===== src/hdl/kli_ram.sv =====
// Generic single-port-write, single-port-read RAM with registered read data.
`default_nettype none

module kli_ram #(
    parameter int WIDTH = 32,
    parameter int DEPTH = 64
) (
    input  wire logic                     aclk,
    input  wire logic                     we,
    input  wire logic [$clog2(DEPTH)-1:0] waddr,
    input  wire logic [WIDTH-1:0]         wdata,
    input  wire logic                     re,
    input  wire logic [$clog2(DEPTH)-1:0] raddr,
    output logic      [WIDTH-1:0]         rdata
);

    logic [WIDTH-1:0] mem [DEPTH];

    always_ff @(posedge aclk) begin
        if (we) begin
            mem[waddr] <= wdata;
        end
        if (re) begin
            rdata <= mem[raddr];
        end
    end

endmodule

`default_nettype wire


===== config.mk =====
export PLATFORM = sky130hd
export DESIGN_NAME = kli_ram
export DESIGN_NICKNAME = d
export VERILOG_FILES = /design/src/hdl/kli_ram.sv
export SDC_FILE = /design/constraint.sdc
export NUM_CORES = 2
export LEC_CHECK = 0
export BUFFER_PORTS_ARGS = -buffer_cell sky130_fd_sc_hd__buf_2
export CAP_MARGIN = 25
export CORE_ASPECT_RATIO = 0.8
export CORE_MARGIN = 2
export CORE_UTILIZATION = 33
export CTS_CLUSTER_DIAMETER = 200
export DETAILED_ROUTE_END_ITERATION = 10
export PLACE_DENSITY = 0.55
export SLEW_MARGIN = 5
export SYNTH_ARGS = -nofsm -noshare
export SYNTH_HDL_FRONTEND = slang
export SYNTH_SLANG_ARGS = --single-unit

===== constraint.sdc =====
create_clock -name aclk -period 4.9 [get_ports aclk]
set_input_delay 0.98 -clock aclk [delete_from_list [all_inputs] [get_ports aclk]]
set_output_delay 0.98 -clock aclk [all_outputs]
set_load 0.05 [all_outputs]

==> flow_summary.ini <==
[outcome]
outcome = completed

[setup_path]
end_kind = flip-flop
cp.arrival_ps = 3910
worst-path-buf-inv = 3
max_stage_delay_ps = 820
path_class = in2reg
worstPathRequired_ps = 5410
cp_max_fo = 30
crit_slowest_cell = a21oi_1
crit_path_frequent_cell = a21oi_1
cp_top_family = compound AO/OA/AOI/OAI gates
path_cells = buf_8 > buf_12 > buf_4 > mux4_2 > mux2i_1 > a21oi_1 > a21oi_1 > nor2_1
rrSetupSlack_ps = 2290
worst_setup_path_start_kind = input port

[drt]
drtIter0Drc = 5703
via_count = 38260
routed_wirelength_mm = 228.1
wl_met3_mm = 19.17
drc = 0
drtAntennaViolNets = 0
dr.pass1.iters = 6
wl_met2_mm = 102.5
viasPerCell = 5.501
dr.max_layer_used = met5
wire_per_inst_um = 32.79
wl_met1_mm = 102.5

[logic_synthesis]
synth_area_leader_cell = edfxtp_1
ys_seq_elements = 2080
synthTopCellsByArea = edfxtp_1 79%, mux4_2 16%, mux2i_1 1.2%
async_flop_share_pct = 0
synth_nets = 3371
netlist_instances = 3324
synth_common_cells = 2080 x edfxtp_1, 544 x mux4_2, 137 x nor2_1
synth-warning-count = 0
synth_top_area_share_pct = 79.23
seq_area_frac_synth_pct = 79.23
avgSynthCellArea_um2 = 23.72
synth.most_common_cell = edfxtp_1
synth_ff_type = edfxtp_1
synth-edff-count = 2080
ys_types = 33
syn_area_um2 = 78840

[layout]
instances_no_fill = 6956
post-route-util_pct = 38.35
layout-drive-gt1-share_pct = 30.97
fillers = 21070
final_area_um2 = 91120
nets = 3684
area_growth_syn_to_layout_pct = 15.58

[clocking]
root_buffer = clkbuf_16
numClockSinks = 2080
cts_setup_buffers = 0
htreeDepth = 4
clk_pin_slew_ps = 60
holdBufCountCts = 0
clk_latency_ps = 860
cts_buffers = 198
cts.repair.resized = 0
clock_path_buffers = 4
cts_tree = built

[pwr]
p_comb_share_pct = 5.5
seq_power_share_pct = 53.8
p_leak_nw = 27.99
irDropWorstVdd_mv = 0.2895
power_density_nw_per_um2 = 403.6
p_clk_share_pct = 40.7
p_sw_mw = 8.014
p_sw_share_pct = 21.79
p_int_mw = 28.76

[global_routing]
antenna_found_initial = 26
overflow = 0
grt_max_degree = 77
grt_pass1_vias = 38030
grt_pass1_wl_mm = 315.3
grtUsageTotal_pct = 18.64

[placement]
hpwl_mm = 133.0
placedCellCount = 6594
portBuffers = 78
placed_cell_area_um2 = 84930
gp_congestion = 0.7913

[floorplan]
dieHeight_um = 441.2
die_w_um = 550.5
start_util_pct = 33.18
core_um2 = 237600
io-pin-count = 79
rows = 160
die_area_um2 = 242800

[sta]
rsz0062_at_grt = no
min_period_ps = 3398
slew_viol_final = 0
hold_viol = 0
worstMarginPinSlew_ps = 1107
finalSetupViolCount = 0
slew-limit-headroom_pct = 25.63
setup_tns_ps = 0
fin_crit_sh_pct = 69.34
max_freq_mhz = 294.3
skew_ps = 71.98

[flow_run]
drv_cap = 0

[min_path]
hold_class = in2reg
-- final timing paths --
path	start	end	cells after the start
min reg2reg	mem[28][20]$_DFFE_PP_	rdata[20]$_DFFE_PP_	4
max reg2reg	mem[39][30]$_DFFE_PP_	rdata[30]$_DFFE_PP_	5
max	raddr[0]	rdata[30]$_DFFE_PP_	8
min	wdata[16]	mem[33][16]$_DFFE_PP_	1
-- kinds of logic (layout without fill, tap and decap cells) --
kind of cell	Yosys count	after routing	synth area share, %
DFF	2080	2080	79.23
muxes	637	637	16.72
and+or+nand+nor	223	223	1.260
AOI/OAI and AO/OA	202	202	1.666
buffers and inverters	182	649	1.124
other	0	6	0
-- final cells by class --
| class | instances | area, um^2 | share of cell area [%] |
|---|---|---|---|
| diodes | 6 | 15.01 | 0.01648 |
| clock buffers | 243 | 5166 | 5.670 |
| clock inverters | 111 | 984.7 | 1.081 |
| multi-input cells | 1062 | 15970 | 17.53 |
| flip-flops and latches | 2080 | 62460 | 68.55 |
| well taps | 3159 | 3953 | 4.338 |
| repair buffers | 295 | 2569 | 2.819 |
-- power by group through the flow --
stage          Sequential (mW)  Clock, mW  Combinational (mW)
6_report                  19.8       15.0                2.03
5_1_grt                   19.8       15.9                2.13
4_1_cts                   19.8       15.2                2.04
3_5_place_dp              20.2          0                2.04
3_3_place_gp              20.2          0                2.01
2_1_floorplan             20.2          0               0.959
-- per-stage QoR --
stage	worst slack, ps	hold WS (ps)	total power [mW]
after global routing	1416	534.5	37.85
after CTS	1511	504.8	37.07
final	1502	548.5	36.78
after detailed placement	630.0	835.5	22.23
after global placement	600.1	848.3	22.20
after floorplan	760.2	750.2	21.20
-- layout by cell type (no fill, tap or decap), drive strengths merged, types with 4 or more instances in the layout --
cell	synthesis	routed
or3b	5	5
clkbuf	74	243
edfxtp	2080	2080
nor2	137	137
diode	0	6
a311oi	8	8
a41o	4	4
inv	0	4
o32ai	4	4
nand3b	5	5
mux4	544	544
nor3	7	7
nor2b	15	15
a22oi	12	12
clkinv	0	87
clkinvlp	0	4
mux2i	93	93
nand2b	8	8
o221ai	27	27
nand3	5	5
nand2	26	26
and3	4	4
o22ai	84	84
buf	108	295
a21oi	62	62
bufinv	0	16
-- state kept, by name, indices dropped and copies added (netlist names) --
name	cells
mem	2048
rdata	32
-- layer usage --
layer  track usage, %  up-vias
met5                0        -
met1            28.60    21230
met2            28.11     1804
met3            3.286      269
met4            3.145        8
li1                 -    14950
(Power assumes the default switching activity.)
