<file path="config.mk">
export PLATFORM = sky130hd
export DESIGN_NAME = kli_div
export DESIGN_NICKNAME = d
export VERILOG_FILES = /design/src/hdl/kli_pkg.sv /design/src/hdl/kli_div.sv
export SDC_FILE = /design/constraint.sdc
export NUM_CORES = 1
export LEC_CHECK = 0
export BUFFER_PORTS_ARGS = -buffer_cell sky130_fd_sc_hd__buf_2
export CORE_MARGIN = 2
export CORE_UTILIZATION = 35
export CTS_BUF_LIST = sky130_fd_sc_hd__clkbuf_8
export CTS_CLUSTER_SIZE = 25
export DETAILED_ROUTE_END_ITERATION = 7
export PLACE_DENSITY = 0.58
export SLEW_MARGIN = 20
export SYNTH_ARGS = -nofsm -noshare
export SYNTH_HDL_FRONTEND = slang
export SYNTH_SLANG_ARGS = --single-unit
</file>
<file path="constraint.sdc">
create_clock -name aclk -period 4.98 [get_ports aclk]
set_input_delay 0.996 -clock aclk [delete_from_list [all_inputs] [get_ports aclk]]
set_output_delay 0.996 -clock aclk [all_outputs]
set_load 0.005 [all_outputs]
</file>
<file path="src/hdl/kli_pkg.sv">
// Shared types and constants for the keyframe linear interpolator.
`default_nettype none

package kli_pkg;

    // Default table depth and the fixed fraction format of the blend factor.
    localparam int MAX_KEYS_DEF = 64;
    localparam int FRAC_BITS    = 16;
    localparam int FRAC_W       = FRAC_BITS + 1;
    localparam int VAL_W        = 32;
    localparam int KCNT_W       = 7;
    localparam int KIDX_W       = 6;
    localparam int LANES        = 3;

    typedef enum logic {
        MODE_LOAD  = 1'b0,
        MODE_QUERY = 1'b1
    } mode_t;

    typedef struct packed {
        mode_t                   mode;
        logic [KIDX_W-1:0]       key_index;
        logic [VAL_W-1:0]        key_time;
        logic signed [VAL_W-1:0] key_x;
        logic signed [VAL_W-1:0] key_y;
        logic signed [VAL_W-1:0] key_z;
        logic [VAL_W-1:0]        query_time;
    } in_item_t;

    typedef struct packed {
        logic signed [VAL_W-1:0] out_x;
        logic signed [VAL_W-1:0] out_y;
        logic signed [VAL_W-1:0] out_z;
    } out_item_t;

    // Lane 0 is x, lane 1 is y, lane 2 is z.
    typedef logic [LANES-1:0][VAL_W-1:0] vec3_t;

    typedef struct packed {
        logic [VAL_W-1:0] key_time;
        vec3_t            val;
    } entry_t;

    localparam int ENTRY_W = $bits(entry_t);

endpackage

`default_nettype wire

</file>
<file path="src/hdl/kli_div.sv">
// Restoring divider that forms the Q1.16 segment fraction one bit per cycle.
`default_nettype none

module kli_div
    import kli_pkg::*;
(
    input  wire logic              aclk,
    input  wire logic              aresetn,
    input  wire logic              start,
    input  wire logic [VAL_W-1:0]  dividend,
    input  wire logic [VAL_W-1:0]  divisor,
    output logic                   done,
    output logic [FRAC_W-1:0]      quot
);

    localparam int CNT_W = $clog2(FRAC_W);

    logic                busy_reg;
    logic                done_reg;
    logic [CNT_W-1:0]    cnt_reg;
    logic [VAL_W-1:0]    rem_reg;
    logic [VAL_W-1:0]    div_reg;
    logic                zero_reg;
    logic [FRAC_W-1:0]   quot_reg;

    logic [VAL_W:0]      shifted;
    logic                ge;
    logic [VAL_W:0]      rem_next;

    // The dividend never exceeds the divisor, so the first step takes the
    // integer bit without a shift and the remainder stays below the divisor.
    always_comb begin
        shifted  = (cnt_reg == '0) ? {1'b0, rem_reg} : {rem_reg, 1'b0};
        ge       = shifted >= {1'b0, div_reg};
        rem_next = ge ? (shifted - {1'b0, div_reg}) : shifted;
    end

    always_ff @(posedge aclk) begin
        if (!aresetn) begin
            busy_reg <= 1'b0;
            done_reg <= 1'b0;
            cnt_reg  <= '0;
        end else begin
            done_reg <= 1'b0;
            if (start) begin
                busy_reg <= 1'b1;
                cnt_reg  <= '0;
            end else if (busy_reg) begin
                cnt_reg <= cnt_reg + CNT_W'(1);
                if (cnt_reg == CNT_W'(FRAC_BITS)) begin
                    busy_reg <= 1'b0;
                    done_reg <= 1'b1;
                end
            end
        end
    end

    always_ff @(posedge aclk) begin
        if (start) begin
            rem_reg  <= dividend;
            div_reg  <= divisor;
            zero_reg <= (divisor == '0);
            quot_reg <= '0;
        end else if (busy_reg) begin
            rem_reg  <= rem_next[VAL_W-1:0];
            quot_reg <= {quot_reg[FRAC_W-2:0], ge};
        end
    end

    // A zero-length segment blends with a fraction of zero.
    assign done = done_reg;
    assign quot = zero_reg ? '0 : quot_reg;

endmodule

`default_nettype wire

</file>
==> impl_metrics.csv <==
group,metric,value,unit
timing,fmax,223,MHz
power,cell_internal_pwr,1.87,mW
final_layout,drive_gt1_share,24.2,%
cts,cts_max_path_buffers,2,
cts,tritoncts,"done",
final_layout,area_growth_syn_to_layout,14.0,%
yosys,ys_seq_elements,89,
yosys,synth-async-reset-ratio,0,%
cts,cts_setup_buffers,0,
cts,cts_buffers,9,
hold_path,hp-class,"register to register",
yosys,synth_edf_count,65,
floorplanning,die_area,18300,um2
final_layout,fin_util,41.1,%
yosys,synth_fp_nets,709,
setup_path,critPathLaunchType,"register",
outcome,status,"completed",
yosys,postSynthCellCount,607,
global_routing,busiest_layer,"met2",
power,clkPwrFrac,15.7,%
placement,port_buffers,84,
routing,dr.pass1.iters,6,
yosys,synth.distinct_cells,53,
cts,htree_levels,3,
timing,fin_crit,4480,ps
routing,via_count,4708,
power,irDropWorstVdd,0.138,mV
floorplanning,rows,47,
timing,fin_skew,17.9,ps
final_layout,nets,790,
timing,final-setup-viol-count,0,
routing,drt_iter0_markers,237,
cts,cts_hold_buf,0,
timing,slew_headroom,41.2,%
cts,path_clk_slew,100,ps
yosys,synthTopCellsByArea,"edfxtp_1 (32%), dfxtp_1 (8.0%), mux2_2 (7.5%)",
global_routing,met3_usage,2.32,%
power,p_per_area,456,nW/um2
yosys,synth_ff_type,"edfxtp_1",
routing,wl,14700,um
setup_path,worstPathArrival,4640,ps
timing,tightest_slew,882,ps
timing,finalSetupTns,0,ps
power,swShare,40.3,%
floorplanning,start_util,36.1,%
setup_path,worst_ep_required_time,5140,ps
placement,hpwl,11300,um
yosys,yosysWarnings,0,
yosys,yosysSeqAreaShare,40.4,%
global_routing,antenna_found_initial,0,
floorplanning,pin_count,85,
routing,drc,0,
final_layout,fillers,1711,
routing,ant_nets,0,
timing,rsz0062_at_grt,"no",
global_routing,grtUsageMet1,20.2,%
global_routing,grt_pass1_wl,24000,um
global_routing,grt_pass1_vias,4878,
setup_path,cp-end-kind,"register",
timing,finalHoldViolations,0,
placement,dp_cells,897,
power,p_comb_share,52.2,%
cts,cts.sinks,89,
yosys,synth.top_cell.area_share,32.4,%
yosys,syn_area_per_cell,9.93,um2
yosys,synth.largest_area_cell,"edfxtp_1",
final_layout,stdcell_count,913,
power,pwr-share-seq,32.0,%
cts,clkLatencyLatePin,400,ps
power,leakagePower,2.99,nW
yosys,synthesis.area,6030,um2
routing,wl_per_cell,16.1,um
timing,whs,511,ps
power,p_switching,1.26,mW
global_routing,grt_max_degree,73,
timing,fin_crit_sh,90.0,%
floorplanning,die-width,135,um
global_routing,overflow,0,
setup_path,crit_fanout,13,
routing,via_per_inst,5.16,
placement,gp_congestion,0.890,
final_layout,num_antenna_cells,0,
setup_path,crit_type,"register to register",
cts,cts_resized,0,
floorplanning,coreArea,16700,um2
cts,cts_root_buffer,"clkbuf_8",
run,max_cap_violations,0,
global_routing,use_met2,29.0,%
global_routing,grt.total_usage,16.6,%
timing,slew_violations,0,
floorplanning,die_y,135,um
## logic make-up after synthesis
group | Yosys count | share of synthesized area [%]
AND/OR/NAND/NOR | 150 | 12.6
AO/OA/AOI/OAI | 133 | 14.5
flip-flops | 89 | 40.4
buffers and inverters | 87 | 6.06
multiplexers | 83 | 14.7
adder cells (fa/ha/maj) | 35 | 7.39
XOR/XNOR | 30 | 4.36
## through the flow
step | power, mW | area [um2] | worst slack (ps)
2_1_floorplan | 2.27 | 6030 | 511
3_3_place_gp | 2.61 | 6690 | 736
3_5_place_dp | 2.64 | 6690 | 573
4_1_cts | 3.15 | 6870 | 555
5_1_grt | 3.37 | 6870 | 200
6_report | 3.13 | 6870 | 499
## path summary, 6_finish.rpt
| kind | endpoint | depth (start not counted) | slack, ps | from |
|---|---|---|---|---|
| hold reg to reg | quot_reg[0] | 2 | 510 | quot_reg[0] |
| setup / recovery | rem_reg[12] | 16 | 500 | cnt_reg[0] |
| setup reg to reg | rem_reg[12] | 16 | 500 | cnt_reg[0] |
| hold / removal | quot_reg[0] | 2 | 510 | quot_reg[0] |
## synth_stat cells, types with 2 or more instances
cell      count
nand2_1      33
nor3_1        7
mux2_2       40
inv_1        59
nor4_1       10
xnor2_1      19
dfxtp_1      24
ha_1         34
a211oi_1     11
nor2b_1      27
o21a_1        6
a21boi_0      2
nand4_1       8
a21oi_1      42
nor3_2        2
or2_2         4
o21bai_1      2
nand3_1      10
o21ai_0      19
o311ai_0      2
xor2_1       11
mux2i_1      42
nor2_1       35
clkbuf_1      8
a211oi_2      3
a221oi_1      2
clkbuf_2      2
o31a_1        3
buf_1         6
a31oi_1       8
buf_2         8
nor4b_1       2
nand2b_1      8
buf_6         3
a21o_1       17
edfxtp_1     65
o211ai_1      4
o21ai_1       4
## area by class of cell
class | count | area [um2] | area share, %
clock buffers | 9 | 124 | 1.80
clock inverters | 7 | 60.1 | 0.874
inverters | 59 | 221 | 3.22
multi-input cells | 431 | 3230 | 47.0
flip-flops and latches | 89 | 2430 | 35.4
well taps | 220 | 275 | 4.01
repair buffers | 98 | 528 | 7.69
## power by group through the flow
stage / logic, mW / clock network [mW] / registers (mW)
final: 1.64 / 0.493 / 1.00
after global routing: 1.81 / 0.536 / 1.02
after CTS: 1.63 / 0.508 / 1.00
after detailed placement: 1.62 / 0 / 1.02
after global placement: 1.59 / 0 / 1.02
after floorplan: 1.28 / 0 / 0.993
## metal layers
layer	vias up	wire length [um]
li1	2345	-
met1	2227	6520
met2	106	7290
met3	30	468
met4	0	442
met5	-	0
## cell usage in the layout (no fill, tap or decap), drive strengths merged, types with 3 or more instances in the layout
cell type	instances
edfxtp	65
mux2	41
nand3	10
mux2i	42
nor4	10
a211oi	14
xor2	11
xnor2	19
dfxtp	24
a31oi	8
a21o	17
a21oi	43
inv	64
o211ai	4
nor2b	27
ha	34
nand2	33
nor3	9
clkbuf	9
nor2	36
o21a	6
or2	4
buf	98
o21ai	23
nand4	8
o31a	3
nand2b	8
## worst max-delay path, stage by stage, from the launching register on
cell	delay, ps
dfxtp_1	360
inv_1	70
ha_1	160
nand2_1	70
nor2_2	80
buf_4	220
mux2_2	380
ha_1	440
a211oi_2	110
o211ai_1	310
a21oi_1	100
a211oi_2	400
a211oi_2	180
o31ai_2	420
a21o_1	330
mux2_2	380
mux2_2	250
No activity file was read; power rests on OpenSTA's default activity.
