`config.mk`:
```
export PLATFORM = sky130hd
export DESIGN_NAME = kli_blend
export DESIGN_NICKNAME = d
export VERILOG_FILES = /design/src/hdl/kli_pkg.sv /design/src/hdl/kli_blend.sv
export SDC_FILE = /design/constraint.sdc
export NUM_CORES = 2
export LEC_CHECK = 0
export BUFFER_PORTS_ARGS = -buffer_cell sky130_fd_sc_hd__buf_2
export CAP_MARGIN = 5
export CORE_ASPECT_RATIO = 0.8
export CORE_MARGIN = 5
export CORE_UTILIZATION = 64
export DETAILED_ROUTE_END_ITERATION = 8
export GPL_ROUTABILITY_DRIVEN = 0
export PLACE_DENSITY = 0.95
export SLEW_MARGIN = 30
export SYNTH_ARGS = -nofsm -noshare
export SYNTH_HDL_FRONTEND = slang
export SYNTH_SLANG_ARGS = --single-unit
export TNS_END_PERCENT = 1
```
`constraint.sdc`:
```
create_clock -name aclk -period 15.2 [get_ports aclk]
set_input_delay 0.76 -clock aclk [delete_from_list [all_inputs] [get_ports aclk]]
set_output_delay 0.76 -clock aclk [all_outputs]
set_load 0.01 [all_outputs]
```
`src/hdl/kli_pkg.sv`:
```
// Shared types and constants for the keyframe linear interpolator.
`default_nettype none

package kli_pkg;

    // Default table depth and the fixed fraction format of the blend factor.
    localparam int MAX_KEYS_DEF = 64;
    localparam int FRAC_BITS    = 16;
    localparam int FRAC_W       = FRAC_BITS + 1;
    localparam int VAL_W        = 32;
    localparam int KCNT_W       = 7;
    localparam int KIDX_W       = 6;
    localparam int LANES        = 3;

    typedef enum logic {
        MODE_LOAD  = 1'b0,
        MODE_QUERY = 1'b1
    } mode_t;

    typedef struct packed {
        mode_t                   mode;
        logic [KIDX_W-1:0]       key_index;
        logic [VAL_W-1:0]        key_time;
        logic signed [VAL_W-1:0] key_x;
        logic signed [VAL_W-1:0] key_y;
        logic signed [VAL_W-1:0] key_z;
        logic [VAL_W-1:0]        query_time;
    } in_item_t;

    typedef struct packed {
        logic signed [VAL_W-1:0] out_x;
        logic signed [VAL_W-1:0] out_y;
        logic signed [VAL_W-1:0] out_z;
    } out_item_t;

    // Lane 0 is x, lane 1 is y, lane 2 is z.
    typedef logic [LANES-1:0][VAL_W-1:0] vec3_t;

    typedef struct packed {
        logic [VAL_W-1:0] key_time;
        vec3_t            val;
    } entry_t;

    localparam int ENTRY_W = $bits(entry_t);

endpackage

`default_nettype wire

```
`src/hdl/kli_blend.sv`:
```
// Shared multiplier that blends three lanes as a + floor((b - a) * t).
`default_nettype none

module kli_blend
    import kli_pkg::*;
(
    input  wire logic              aclk,
    input  wire logic              aresetn,
    input  wire logic              start,
    input  wire logic [FRAC_W-1:0] frac,
    input  wire vec3_t             a_val,
    input  wire vec3_t             b_val,
    output logic                   done,
    output vec3_t                  result
);

    typedef enum logic [3:0] {
        PH_IDLE = 4'b0001,
        PH_DIFF = 4'b0010,
        PH_MUL  = 4'b0100,
        PH_ADD  = 4'b1000
    } phase_t;

    localparam int DIFF_W = VAL_W + 1;
    localparam int PROD_W = DIFF_W + FRAC_W + 1;

    phase_t                    phase_reg, phase_next;
    logic [1:0]                lane_reg;
    logic                      done_reg;
    logic [FRAC_W-1:0]         frac_reg;
    logic signed [DIFF_W-1:0]  diff_reg;
    logic signed [PROD_W-1:0]  prod_reg;
    vec3_t                     result_reg;

    logic [VAL_W-1:0]          a_sel;
    logic [VAL_W-1:0]          b_sel;
    logic signed [DIFF_W-1:0]  diff_next;
    logic signed [PROD_W-1:0]  prod_next;
    logic [VAL_W-1:0]          sum_next;
    logic                      last_lane;

    always_comb begin
        a_sel     = a_val[lane_reg];
        b_sel     = b_val[lane_reg];
        diff_next = $signed({b_sel[VAL_W-1], b_sel}) - $signed({a_sel[VAL_W-1], a_sel});
        prod_next = diff_reg * $signed({1'b0, frac_reg});
        // Bits above the fraction of an arithmetic shift floor toward minus
        // infinity; the low word of that is all the sum needs.
        sum_next  = a_sel + prod_reg[FRAC_BITS +: VAL_W];
        last_lane = (lane_reg == 2'(LANES - 1));
    end

    always_comb begin
        phase_next = phase_reg;
        unique case (phase_reg)
            PH_IDLE: if (start) phase_next = PH_DIFF;
            PH_DIFF: phase_next = PH_MUL;
            PH_MUL:  phase_next = PH_ADD;
            PH_ADD:  phase_next = last_lane ? PH_IDLE : PH_DIFF;
            default: phase_next = PH_IDLE;
        endcase
    end

    always_ff @(posedge aclk) begin
        if (!aresetn) begin
            phase_reg <= PH_IDLE;
            lane_reg  <= '0;
            done_reg  <= 1'b0;
        end else begin
            phase_reg <= phase_next;
            done_reg  <= (phase_reg == PH_ADD) && last_lane;
            if (phase_reg == PH_IDLE) begin
                lane_reg <= '0;
            end else if (phase_reg == PH_ADD) begin
                lane_reg <= last_lane ? 2'd0 : lane_reg + 2'd1;
            end
        end
    end

    always_ff @(posedge aclk) begin
        if (phase_reg == PH_IDLE && start) begin
            frac_reg <= frac;
        end
        if (phase_reg == PH_DIFF) begin
            diff_reg <= diff_next;
        end
        if (phase_reg == PH_MUL) begin
            prod_reg <= prod_next;
        end
        if (phase_reg == PH_ADD) begin
            result_reg[lane_reg] <= sum_next;
        end
    end

    assign done   = done_reg;
    assign result = result_reg;

endmodule

`default_nettype wire

```
==> reports/metrics.cfg <==
[status]
status = finished with violations
violations = DRC

[sta]
period_share_pct = 47.6
worstMarginPinSlew_ns = 0.880
period_minus_slack_ns = 7.24
fin_worst_skew_ns = 0.0250
maxSlewHeadroom_pct = 41.3
hold_viol_final = 0
slew_violations = 0
setup_viol = 0
rsz0062_at_grt = no
fmax_mhz = 138
setup_tns_ns = 0

[global_route]
grt_usage_pct = 33.6
grt_use_met2_pct = 56.7
antenna_found_initial = 1
grt_max_degree = 70
use_met1_pct = 40.4
grt_pass1_wl_um = 129000
overflow = 0
top_usage_layer = met2
grt_pass1_vias = 25000
met3_usage_pct = 8.00

[hold_path]
worstHoldPathType = primary input to flip-flop
hold_path.startpoint = frac[7]
min_to = frac_reg[7]
min_path_cells = 1

[clock_tree]
htree_num_levels = 4
cts_sinks = 185
cts_resized = 0
clockRootBuffer = clkbuf_16
insertion_delay_ns = 0.48
post_cts.repair.setup_buffers = 0
cts_tree = built
path_clk_slew_ns = 0.09
postCtsHoldBufs = 0
cts_buffers = 17
clockBufferDepth = 2

[worst_setup_path]
worst_ep_required_time_ns = 15.47
cp-end-kind = flip-flop
r2r_slack_ns = 7.96
cp.arrival_ns = 7.51
r2r_end = prod_reg[42]
crit_path_top_delay_cell = fa_1
crit_chain = buf_4 -> nand2_1 -> fa_1 -> inv_1 -> fa_1 -> inv_1 -> fa_1 -> inv_1 -> fa_1 -> fa_1 -> inv_1 -> fa_1 -> inv_1 -> ha_1 -> o211ai_1 -> nor2b_1 -> o21bai_1 -> a41oi_4 -> o21ai_4 -> a21oi_4 -> o31a_1 -> a211oi_1
critical_path_class = flip-flop to flip-flop
worstRegToRegCells = 22
rr_startpoint = frac_reg[9]
cp-start-kind = flip-flop
crit_top_cell = fa_1
max_stage_delay_ns = 0.60
path_max_fanout = 26

[floorplan]
core_mm2 = 0.0444
rows = 69
die_w_um = 247
initial_utilization_pct = 64.6
pin_count = 309
die_h_um = 199
die_area_mm2 = 0.0492

[cells_and_area]
final_nets = 4124
largest_reg_flops = 96
syn2layout_area_growth_pct = 9.94
drive_above_1_share_pct = 12.3

[route]
wl_um = 83100
dr.pass1.iters = 9
drc = 6
ant_nets = 0
drtIter0Drc = 2666
drt-wirelength-per-cell_um = 21.6
vias = 23400
via_per_inst = 6.08

[placed_design]
io_buffers = 308
hpwlAfterDp_um = 61500

[yosys]
synthesis.area_mm2 = 0.0287
yosysUniqueCellTypes = 70
synth_edf_count = 178
async_reset_ff_share_pct = 0
syn_area_per_cell_um2 = 9.63
synth_cells = 2978
synth_ff_type = edfxtp_1
yosysWarnings = 0
ys_seq_elements = 185
syn_nets = 3879
ys_seq_area_share_pct = 19.1

[run]
cap_violations = 0

==> through the flow <==
step,hold WS [ns],utilization (%),instance area (µm²),cells,setup slack [ns]
floorplan,0.561,-,28700,2978,8.79
global placement,0.583,69.4,30800,3801,8.09
detailed placement,0.609,69.5,30800,3803,7.88
CTS,0.445,70.9,31500,3835,7.81
global route,0.448,71.1,31500,3839,7.77
finish,0.454,71.1,31500,3840,7.96
==> cells by family (layout without fill, tap and decap cells) <==
group                      after synthesis  in the layout  synth area share [%]
AOI/OAI and AO/OA                      314            314                  6.96
xor gates and xnor gates                96             96                  2.93
adders and majority gates              689            689                  43.6
buffers and inverters                  783           1041                  10.2
DFF                                    185            185                  19.1
muxes                                   67             67                  2.34
other                                    0              1                     0
and+or+nand+nor                        844            844                  14.8
==> worst max path at each step <==
stage	from	endpoint	slack (ns)	cells past startpoint
6_report	frac_reg[9]	prod_reg[42]	7.96	22
5_1_grt	frac_reg[9]	prod_reg[39]	7.77	22
4_1_cts	frac_reg[0]	prod_reg[47]	7.81	21
3_5_place_dp	frac_reg[0]	prod_reg[47]	7.88	21
3_3_place_gp	frac_reg[0]	prod_reg[47]	8.09	21
2_1_floorplan	diff_reg[32]	prod_reg[47]	8.79	21
==> cell type report <==
class	instances	area, µm²
multi-input cells	2010	20300
fillers	2715	12800
flip-flops and latches	185	5490
inverters	672	2520
repair buffers	337	1830
well taps	603	754
clock buffers	18	450
clock inverters	14	190
diodes	1	2.50
==> critical path, delay by kind of cell, from the launching register on <==
kind / cells / cell delay (ns)
AOI/OAI and AO/OA: 7 / 2.04
DFF: 1 / 0.55
adders and majority gates: 7 / 3.38
and+or+nand+nor: 2 / 0.34
buffers and inverters: 6 / 0.69
==> cells in the mapped netlist (10+ instances only) <==
| library cell | instances | share of area (%) |
|---|---|---|
| inv_1 | 672 | 8.8 |
| fa_1 | 516 | 36 |
| and2_1 | 322 | 7.0 |
| nand2_1 | 317 | 4.1 |
| edfxtp_1 | 178 | 19 |
| ha_1 | 173 | 7.5 |
| a21oi_1 | 106 | 1.8 |
| clkbuf_1 | 105 | 1.4 |
| nor2_1 | 89 | 1.2 |
| o21ai_0 | 71 | 1.2 |
| xnor2_1 | 69 | 2.1 |
| mux2i_1 | 66 | 2.3 |
| a21o_1 | 44 | 1.2 |
| xor2_1 | 27 | 0.82 |
| nand3_1 | 25 | 0.44 |
| nor3_1 | 16 | 0.28 |
| and3_1 | 15 | 0.33 |
| nor2b_1 | 14 | 0.31 |
| nand2b_1 | 10 | 0.22 |
==> cell usage in the layout (no fill, tap or decap), types with 10 or more instances in the layout <==
master and count:
inv_1 672, fa_1 516, and2_1 322, nand2_1 317, buf_2 308, edfxtp_1 178
ha_1 173, a21oi_1 106, nor2_1 87, o21ai_0 71, xnor2_1 69, mux2i_1 66
a21o_1 44, xor2_1 27, nand3_1 25, buf_4 22, clkbuf_16 18, and3_1 15
nor3_1 14, nor2b_1 13, nand2b_1 10
==> per-layer routing <==
metal	vias to the layer above	wire length, µm
met5	-	13
met4	2	5540
met3	551	9430
met2	1821	40800
met1	11400	27300
li1	9631	-
Power is not shown: default switching activity piles up to over one toggle a cycle in this logic, so the estimate is an artifact.
